**config.mk**
```make
export PLATFORM = sky130hd
export DESIGN_NAME = lna_ram
export DESIGN_NICKNAME = d
export VERILOG_FILES = /design/src/rtl/lna_ram.sv
export SDC_FILE = /design/constraint.sdc
export NUM_CORES = 1
export LEC_CHECK = 0
export ABC_AREA = 1
export BUFFER_PORTS_ARGS = -buffer_cell sky130_fd_sc_hd__clkbuf_2
export CORE_UTILIZATION = 35
export DETAILED_ROUTE_END_ITERATION = 7
export PLACE_DENSITY = 0.59
export SYNTH_ARGS = -nofsm -noshare
export SYNTH_HDL_FRONTEND = slang
export SYNTH_SLANG_ARGS = --single-unit
export TNS_END_PERCENT = 1
```
**constraint.sdc**
```tcl
create_clock -name clk_i -period 2.5 [get_ports clk_i]
set_input_delay 0.125 -clock clk_i [delete_from_list [all_inputs] [get_ports clk_i]]
set_output_delay 0.125 -clock clk_i [all_outputs]
set_load 0.005 [all_outputs]
```
**src/rtl/lna_ram.sv**
```systemverilog
`timescale 1ns / 1ps
// ----------------------------------------------------------------------------
// lna_ram
// generic single write, single read memory with registered read data
// ----------------------------------------------------------------------------
module lna_ram #(
  parameter int WIDTH = 8,
  parameter int DEPTH = 16,
  parameter int AW    = (DEPTH > 1) ? $clog2(DEPTH) : 1
) (
  input  logic             clk_i,
  input  logic             we_i,
  input  logic [AW-1:0]    waddr_i,
  input  logic [WIDTH-1:0] wdata_i,
  input  logic             re_i,
  input  logic [AW-1:0]    raddr_i,
  output logic [WIDTH-1:0] rdata_o
);

  logic [WIDTH-1:0] mem_q [DEPTH];
  logic [WIDTH-1:0] rdata_q;

  always_ff @(posedge clk_i) begin
    if (we_i) begin
      mem_q[waddr_i] <= wdata_i;
    end
    if (re_i) begin
      rdata_q <= mem_q[raddr_i];
    end
  end

  assign rdata_o = rdata_q;

endmodule

```
* After elaboration in Yosys (flattened, before gate mapping)
Memories as Yosys holds them, arrays and structs flattened. A register that Yosys moved wholly into a read port is not among the register bits.
Index checks and enable logic that the tools add are counted.
** Storage, ports and cells
- Logic and storage cells :: 3
- Bits in writable memories :: 128
- Memories :: 1
- Flip-flop bits (word level) :: 0
- Latch bits :: 0
- Output and inout port bits :: 8
- ROM bits :: 0
- Bits of input ports :: 19
** Operators by class
- Reduce and logical (&&, ||, !) cells :: 0
- Multiply operators :: 0
- Mux-type cells :: 2
- Shift operators :: 0
- Equal/unequal tests :: 0
- Add/sub/neg operators :: 0
- Magnitude comparators :: 0
- Bitwise operators :: 0
- Div/mod/pow operators :: 0
** Memory list
- mem_q :: words 16, bits a word 8, rd ports 1, clocked after memory_dff 1, write ports 1, line 20 : logic [WIDTH-1:0] mem_q [DEPTH];
** Operators with widths (count)
- 1-bit 2-to-1 mux :: 2

* Logic depth before layout (Yosys ltp)
Gate-level depths: netlist (run 1).
- Depth in word-level cells :: 2
- Mapped depth :: 8
- Mapped depth without buffers :: 7

* Least setup slack after synthesis (run 1)
No wires, ideal clock.
- Path kind :: input-to-reg
- From :: in waddr_i[2]
- To :: mem mem_q[10][0] (enable)
- Stages :: 2
- Path slack :: 1424 ps
- Library setup time :: 370 ps
- Data required time :: 2130 ps
- Buffers on the path :: 0
- Arrival time :: 706 ps
- Cells stage by stage :: nand3b_1 -> nor2_1
** RTL lines
- start: declaration :: line 13 : input logic [AW-1:0] waddr_i,
- end: declaration :: line 20
No word-level cell before the write port.

==> metrics.sh, run 1 <==
START_UTIL_PCT=36.28
WORSTPATHMAXFANOUT=64
DIE_Y_UM=131.3
VDD_IR_DROP_MAX_V=0.0003677
SYNTH_AREA_UM2=5847
GRT_PASS1_WL_UM=20290
SHARE_OF_THE_CLOCK_PERIOD_USED_BY_THE_WORST_PATH_AFTER_LAYOUT_PCT=48.27
TRITONCTS='yes'
FINAL_NET_COUNT=595
GRT_OVERFLOW=0
GRT.MET1_USAGE_PCT=22.00
SYNTHESIS.YOSYS.WARNINGS=0
CTS-HTREE-LEVELS=4
ANT_NETS=0
CLK_PATH_BUF_DEPTH=2
DETAIL_ROUTE.DRC_VIOLATIONS=0
IO_BUFFERS=26
WORSTSKEWPAIRLATENCY_NS=0.41
DESIGN.PORTCOUNT=27
FINCLKSKEW_NS=0.006563
CTS_SETUP_BUFFERS=0
DRIVE_GT1_SHARE_PCT=9.044
CP.ARRIVAL_NS=1.37
WL_PER_CELL_UM=16.14
PLACED_CELLS=773
P_LEAK_nW=2.805
SYN-NUM-NETS=570
DRT_WL_TOTAL_UM=12950
CRIT_PATH_END_KIND='register'
MOST_USED_ROUTING_LAYER_IN_GLOBAL_ROUTING='met2'
REG2REG_SLACK_NS=1.33
CTS_ROOT_BUF='clkbuf_16'
AREA_GROWTH_SYN_TO_LAYOUT_PCT=13.29
DETAILEDROUTE.FIRSTITERATIONVIOLATIONS=260
DP_SLACK_NS=0.8761
CRITPATHREQUIREDTIME_NS=2.67
HORIZONTAL_DIE_DIMENSION_UM=131.3
FIN_WS_NS=1.293
NETLIST-CELL-TYPE-COUNT=11
GRT_START_MAX_NET_PINS=65
TIMING_WORST_SETUP_PATH_TYPE='in -> reg'
FP.COREAREA_UM2=16120
ROUTED-VIA-COUNT=3732
LAYOUT.AREA.SEQ_UM2=4084
SYNTH-SEQ-AREA-SHARE_PCT=69.85
GLOBALROUTEMET2UTIL_PCT=24.05
INSTANCES_NO_FILL=802
WORST_SLEW_MARGIN_REL_PCT=45.37
FINAL_SLEW_VIOL_COUNT=0
SYN_AVG_CELL_AREA_UM2=10.61
SETUP_VIOL_COUNT_FINAL=0
FILLERINSTANCES=1584
DETAILEDROUTE.FIRSTPASSITERATIONCOUNT=5
SYNTH_SEQ_CELLS=136
MULTI_INPUT_AREA_UM2=1214
STARTPOINT_TYPE='input port'
NUMBER_OF_BUFFERS_ADDED_BY_THE_CLOCK_TREE_SYNTHESIS_STEP=17
RUN_STATUS='finished, final reports clean'
INITIAL_ANTENNA_VIOLATION_COUNT=0
HOLD_VIOL_FINAL=0
GRT_PASS1_VIAS=3557
CLKSINKCOUNT=136
GRT_USE_MET3_PCT=3.819
CELL_AREA_POWER_DENSITY_nW_PER_UM2=762.2
FINAL_GP_CONGESTION=0.8307
GLOBAL_ROUTE.USAGE.TOTAL_PCT=15.91
ROUTED_VIA_DENSITY=4.653
HPWL_UM=8309
MAX_FREQ_GHz=0.8286
RSZ0062_AT_GRT='no'
MIN-DELAY-PATH-CLASS='in -> reg'
POST_ROUTE_SETUP_TNS_NS=0
NETLIST_INSTANCES=551
TIMING_WORST_SLEW_PIN_VALUE_NS=0.8164
FP-ROW-COUNT=46
POSTCTSHOLDBUFS=0
POST_CTS.RESIZED_INSTANCES=0
DIE-AREA_UM2=17230
CLK_PIN_SLEW_WORST_SETUP_HOLD_PATHS_NS=0.05
N_ANTENNA_CELL=0
MAX_CAP_VIOLATIONS=0
PERIOD_MINUS_WS_FINAL_NS=1.207
[state kept, by name, summed over array words and instances, names as in the netlist]
signal,count
mem_q,128
rdata_o,8
[placed cells by master (no fill, tap or decap), types with 2 or more instances in the layout]
cell type	netlist	routed
inv_1	100	100
clkinv_1	0	3
clkinv_2	0	3
inv_2	2	2
clkbuf_2	0	26
nand3b_1	2	2
nand2_1	173	173
edfxtp_1	136	136
buf_4	4	3
clkbuf_1	0	5
clkbuf_16	0	17
nor2_1	17	17
nand3_1	97	97
[stage by stage]
stage	util, %	instance area, um2	hold slack (ns)	power (mW)
after global placement	38.00	6123	0.5255	2.933
after detailed placement	38.00	6123	0.5105	2.935
after CTS	41.10	6624	0.07854	5.078
after floorplan	-	5847	0.2239	2.809
after global routing	41.10	6624	0.09478	5.213
final	41.10	6624	0.08714	5.048
[layer usage]
layer / part of all wire (%) / wire length (um)
met3: 7.0 / 907
met5: 0 / 0
met1: 45 / 5833
met2: 46 / 6016
met4: 1.5 / 191
[critical path, stage by stage]
cell	delay, ns
clkbuf_2	0.10
buf_4	0.54
nand2_1	0.11
nand3_1	0.15
nand3_1	0.10
nand3_1	0.15
nand2_1	0.06
[kinds of logic after synthesis]
group | Yosys count | synth area share (%)
simple gates | 289 | 20.76
flops | 136 | 69.85
buf+inv | 126 | 9.394
[power breakdown]
part	switching, mW	leakage [nW]	internal (mW)
logic	0.218	1.32	0.0809
registers	0.0152	1.24	2.57
clock network	0.832	0.246	1.33
[Yosys cell counts]
cell type  count  area, um2
edfxtp_1     136       4084
nand2_1      173      649.4
buf_2         13      65.06
buf_4          4      30.03
inv_1        100      375.4
nor2_1        17      63.81
buf_1          1      3.750
nand3_1       97      485.5
buf_6          6      67.56
nand3b_1       2      15.01
inv_2          2      7.510
[area by class of cell]
cell class	count	share of cell area, %
Timing Repair Buffer	30	2.607
Sequential cell	136	61.65
Tap cell	216	4.080
Clock buffer	22	6.706
Inverter	102	5.780
Multi-Input combinational cell	289	18.32
Clock inverter	7	0.8500
[final timing paths]
path / depth (start not counted) / to / start
worst max register to register: 6 / rdata_o[7] / mem_q[3][7]
worst min register to register: 6 / rdata_o[4] / mem_q[14][4]
worst max-delay path: 7 / rdata_o[7] / raddr_i[0]
worst min-delay path: 1 / rdata_o[5] / re_i
(Power assumes the default switching activity.)
==> inputs of run 2 (changes only) <==
--- a/config.mk
+++ b/config.mk
@@ -5,11 +5,11 @@
 export SDC_FILE = /design/constraint.sdc
 export NUM_CORES = 1
 export LEC_CHECK = 0
-export ABC_AREA = 1
+export ABC_AREA = 0
 export BUFFER_PORTS_ARGS = -buffer_cell sky130_fd_sc_hd__clkbuf_2
 export CORE_UTILIZATION = 35
 export DETAILED_ROUTE_END_ITERATION = 7
-export PLACE_DENSITY = 0.59
+export PLACE_DENSITY = 0.61
 export SYNTH_ARGS = -nofsm -noshare
 export SYNTH_HDL_FRONTEND = slang
 export SYNTH_SLANG_ARGS = --single-unit
==> constraint.sdc (replaced) <==
create_clock -name clk_i -period 1 [get_ports clk_i]
set_input_delay 0.05 -clock clk_i [delete_from_list [all_inputs] [get_ports clk_i]]
set_output_delay 0.05 -clock clk_i [all_outputs]
set_load 0.005 [all_outputs]
==> run 2 against run 1 <==
  * Design area fell by 2.6%
  * Largest power group unchanged
  * The flow now finishes with violations (setup timing)
  * Synthesized area fell by 11%
  * Die area shrank 10%
  * Via count is 32% lower
  * Flip-flop and latch count unchanged
  * Register-to-register slack lost 1.8 ns
  * Worst setup slack lost 1.7 ns
  * Sequential share of layout area up 1.7 points
  * Sequential power is 150% higher
  * Clock-buffer cell count fell by 1
  * Critical path depth decreased by 4
  * Clock skew about the same
==> metrics.sh, run 2 <==
HORIZONTAL_DIE_DIMENSION_UM=124.2
MIN-DELAY-PATH-CLASS='in -> reg'
IO_BUFFERS=26
GRT_PASS1_VIAS=2702
MOSTFREQUENTLAYOUTCELL='edfxtp_1'
INITIAL_ANTENNA_VIOLATION_COUNT=0
GRT_PASS1_WL_UM=16480
LAYOUT.CORE_UTILIZATION_PCT=44.38
SYN_AVG_CELL_AREA_UM2=22.83
STARTPOINT_TYPE='register'
FIN_WS_NS=-0.4552
CP_BUFS_INVS=0
CTS-HTREE-LEVELS=4
SYNTH_TOP_AREA_CELL='edfxtp_1'
WORST_SLEW_MARGIN_REL_PCT=44.87
CRITICAL_PATH_DEPTH=3
HOLD_VIOL_FINAL=0
WORSTHOLDPATHCELLS=1
SYNTH-SEQ-AREA-SHARE_PCT=78.12
CELL_AREA_POWER_DENSITY_nW_PER_UM2=2007
DIE_Y_UM=124.2
MAX_CAP_VIOLATIONS=0
YOSYS.AREA.TOP_TYPE_SHARE_PCT=78.12
DRT_WL_TOTAL_UM=10560
HPWL_UM=6925
GRT_OVERFLOW=0
PERIOD_MINUS_WS_FINAL_NS=1.455
WL_PER_CELL_UM=21.08
FINAL_CELL_AREA_UM2=6450
WORSTSKEWPAIRLATENCY_NS=0.41
YS_ASYNC_RST_SHARE_PCT=0
FINAL_GP_CONGESTION=0.6944
REG2REG_SLACK_NS=-0.46
DETAIL_ROUTE.DRC_VIOLATIONS=0
SYNTHESIS.YOSYS.WARNINGS=0
DETAILEDROUTE.FIRSTPASSITERATIONCOUNT=5
GRT_START_MAX_NET_PINS=23
ROUTED-VIA-COUNT=2544
FP.COREAREA_UM2=14530
MOST-COMMON-LAYOUT-CELLS='edfxtp_1, mux4_2, buf_4, clkbuf_2, clkbuf_16'
YOSYS-TOP-CELLS-AREA='edfxtp_1, mux4_2, mux4_1, a22oi_1, nor2_1'
FILLERINSTANCES=1273
CTS_ROOT_BUF='clkbuf_16'
RR_ENDPOINT='rdata_o[1]'
CLKSINKCOUNT=136
NETLIST-CELL-TYPE-COUNT=18
ROUTED_VIA_DENSITY=5.078
ANT_NETS=0
SYNTH_SEQ_CELLS=136
AREA_GROWTH_SYN_TO_LAYOUT_PCT=23.38
HOLDWS_NS=0.02656
WORSTPATHMAXFANOUT=1
CLK_PATH_BUF_DEPTH=2
SETUP_VIOL_COUNT_FINAL=8
CRITICAL_PATH.CELL_CHAIN='mux4_2 -> a22oi_2 -> nand2_1'
SYN-NUM-NETS=248
FINAL_NET_COUNT=323
CLK_PIN_SLEW_WORST_SETUP_HOLD_PATHS_NS=0.05
VDD_IR_DROP_MAX_V=0.001141
RSZ0062_AT_GRT='yes'
CRIT_PATH_END_KIND='register'
WORSTREGTOREGCELLS=3
P_LEAK_nW=2.158
N_ANTENNA_CELL=0
START_UTIL_PCT=35.97
DP_SLACK_NS=-0.6610
NETLIST_INSTANCES=229
FINAL_SLEW_VIOL_COUNT=0
TIMING_WORST_SLEW_PIN_VALUE_NS=0.8240
GLOBAL_ROUTE.USAGE.TOTAL_PCT=14.94
TIMING.RR.START='mem_q[7][1]'
CP.ARRIVAL_NS=1.61
FP-ROW-COUNT=44
SYNTH_MOST_COMMON_CELL='edfxtp_1'
CRITPATHREQUIREDTIME_NS=1.15
FINCLKSKEW_NS=0.006539
VIOLATED_CHECKS='setup timing'
SYNTH_AREA_UM2=5228
DETAILEDROUTE.FIRSTITERATIONVIOLATIONS=264
CTS_SETUP_BUFFERS=0
NUMBER_OF_BUFFERS_ADDED_BY_THE_CLOCK_TREE_SYNTHESIS_STEP=17
DIE-AREA_UM2=15430
TIMING_WORST_SETUP_PATH_TYPE='reg -> reg'
HOLDPATHEND='rdata_o[0]'
FLIP_FLOP_COUNT_OF_THE_LARGEST_REGISTER_ALL_COPIES_AND_WORDS_ADDED=128
POST_ROUTE_SETUP_TNS_NS=-3.196
DESIGN.PORTCOUNT=27
RUN_STATUS='complete, but fails checks'
CPLARGESTDELAYFAMILY='multiplexers'
LARGEST-REGISTER='mem_q'
MAX_FREQ_GHz=0.6872
CPPEAKSTAGEDELAY_NS=0.52
NUMBER_OF_ENABLE_FLIP_FLOP_CELLS_AFTER_SYNTHESIS=136
CELL_WITH_THE_BIGGEST_INDIVIDUAL_DELAY_ON_THE_CRITICAL_PATH='mux4_2'
PLACEMENT.CELL_AREA_UM2=5868
SYNTHFLOPTYPE='edfxtp_1'
TRITONCTS='yes'
HOLD_PATH_STARTPOINT='re_i'
SYNTHTOPCELLSBYCOUNT='edfxtp_1, mux4_2, a22oi_1, mux4_1, nor2_1'
SHARE_OF_THE_CLOCK_PERIOD_USED_BY_THE_WORST_PATH_AFTER_LAYOUT_PCT=145.5
DRIVE_GT1_SHARE_PCT=42.59
==> run 2: cell types whose count changed after synthesis, moves of 10 or more <==
cell	previous run	this run
a22oi_1	0	16
nand3_1	97	1
nand2_1	173	9
inv_1	100	0
mux4_1	0	14
buf_2	13	3
mux4_2	0	18
==> run 2: routing by layer <==
metal / share of wire (%) / up-vias / GRT usage [%]
li1: - / 1116 / -
met1: 45 / 1313 / 21.52
met2: 47 / 109 / 21.38
met3: 7.0 / 6 / 4.569
met4: 0.99 / 0 / 5.245
met5: 0 / - / 0
==> run 2: through the flow <==
stage	total power [mW]	cells
2_1_floorplan	6.924	229
3_3_place_gp	7.258	469
3_5_place_dp	7.278	469
4_1_cts	13.05	501
5_1_grt	13.37	501
6_report	12.94	501
==> run 2: area by class of cell <==
type / instances / area, um2 / share of cell area (%)
Timing Repair Buffer: 66 / 530.5 / 8.225
Tap cell: 184 / 230.2 / 3.569
Clock inverter: 11 / 106.4 / 1.649
Multi-Input combinational cell: 83 / 1059 / 16.41
Clock buffer: 21 / 440.4 / 6.828
Sequential cell: 136 / 4084 / 63.32
==> run 2: power by group <==
group	internal (mW)	total, mW	switching [mW]
combinational	0.330	0.708	0.378
sequential	6.43	6.46	0.0362
clock	3.62	5.77	2.15
total	10.4	12.9	2.57
==> run 2: logic make-up (layout without fill, tap and decap cells) <==
kind of cell,Yosys count,count (layout),synth area share [%]
mux,32,32,14.79
simple gates,35,35,3.136
compound gates,16,16,2.298
flops,136,136,78.12
buf+inv,10,98,1.651
==> run 2: repair_timing <==
action / CTS / global route
setup endpoints to repair: 10 / 13
pin swaps: 0 / 1
hold buffers: 0 / 0
resized for setup: 4 / 3
endpoints found under the hold margin: 0 / 0
==> run 2: worst register-to-register path: stages (launching register included) <==
cell and delay, ns:
edfxtp_1 0.39, mux4_2 0.52, a22oi_2 0.20, nand2_1 0.09
==> run 2: how the worst max path moves through the flow <==
stage                      startpoint    endpoint
final                     mem_q[7][1]  rdata_o[1]
after floorplan           mem_q[3][0]  rdata_o[0]
after global routing      mem_q[7][1]  rdata_o[1]
after detailed placement   raddr_i[0]  rdata_o[2]
after global placement     raddr_i[0]  rdata_o[7]
after CTS                 mem_q[7][1]  rdata_o[1]
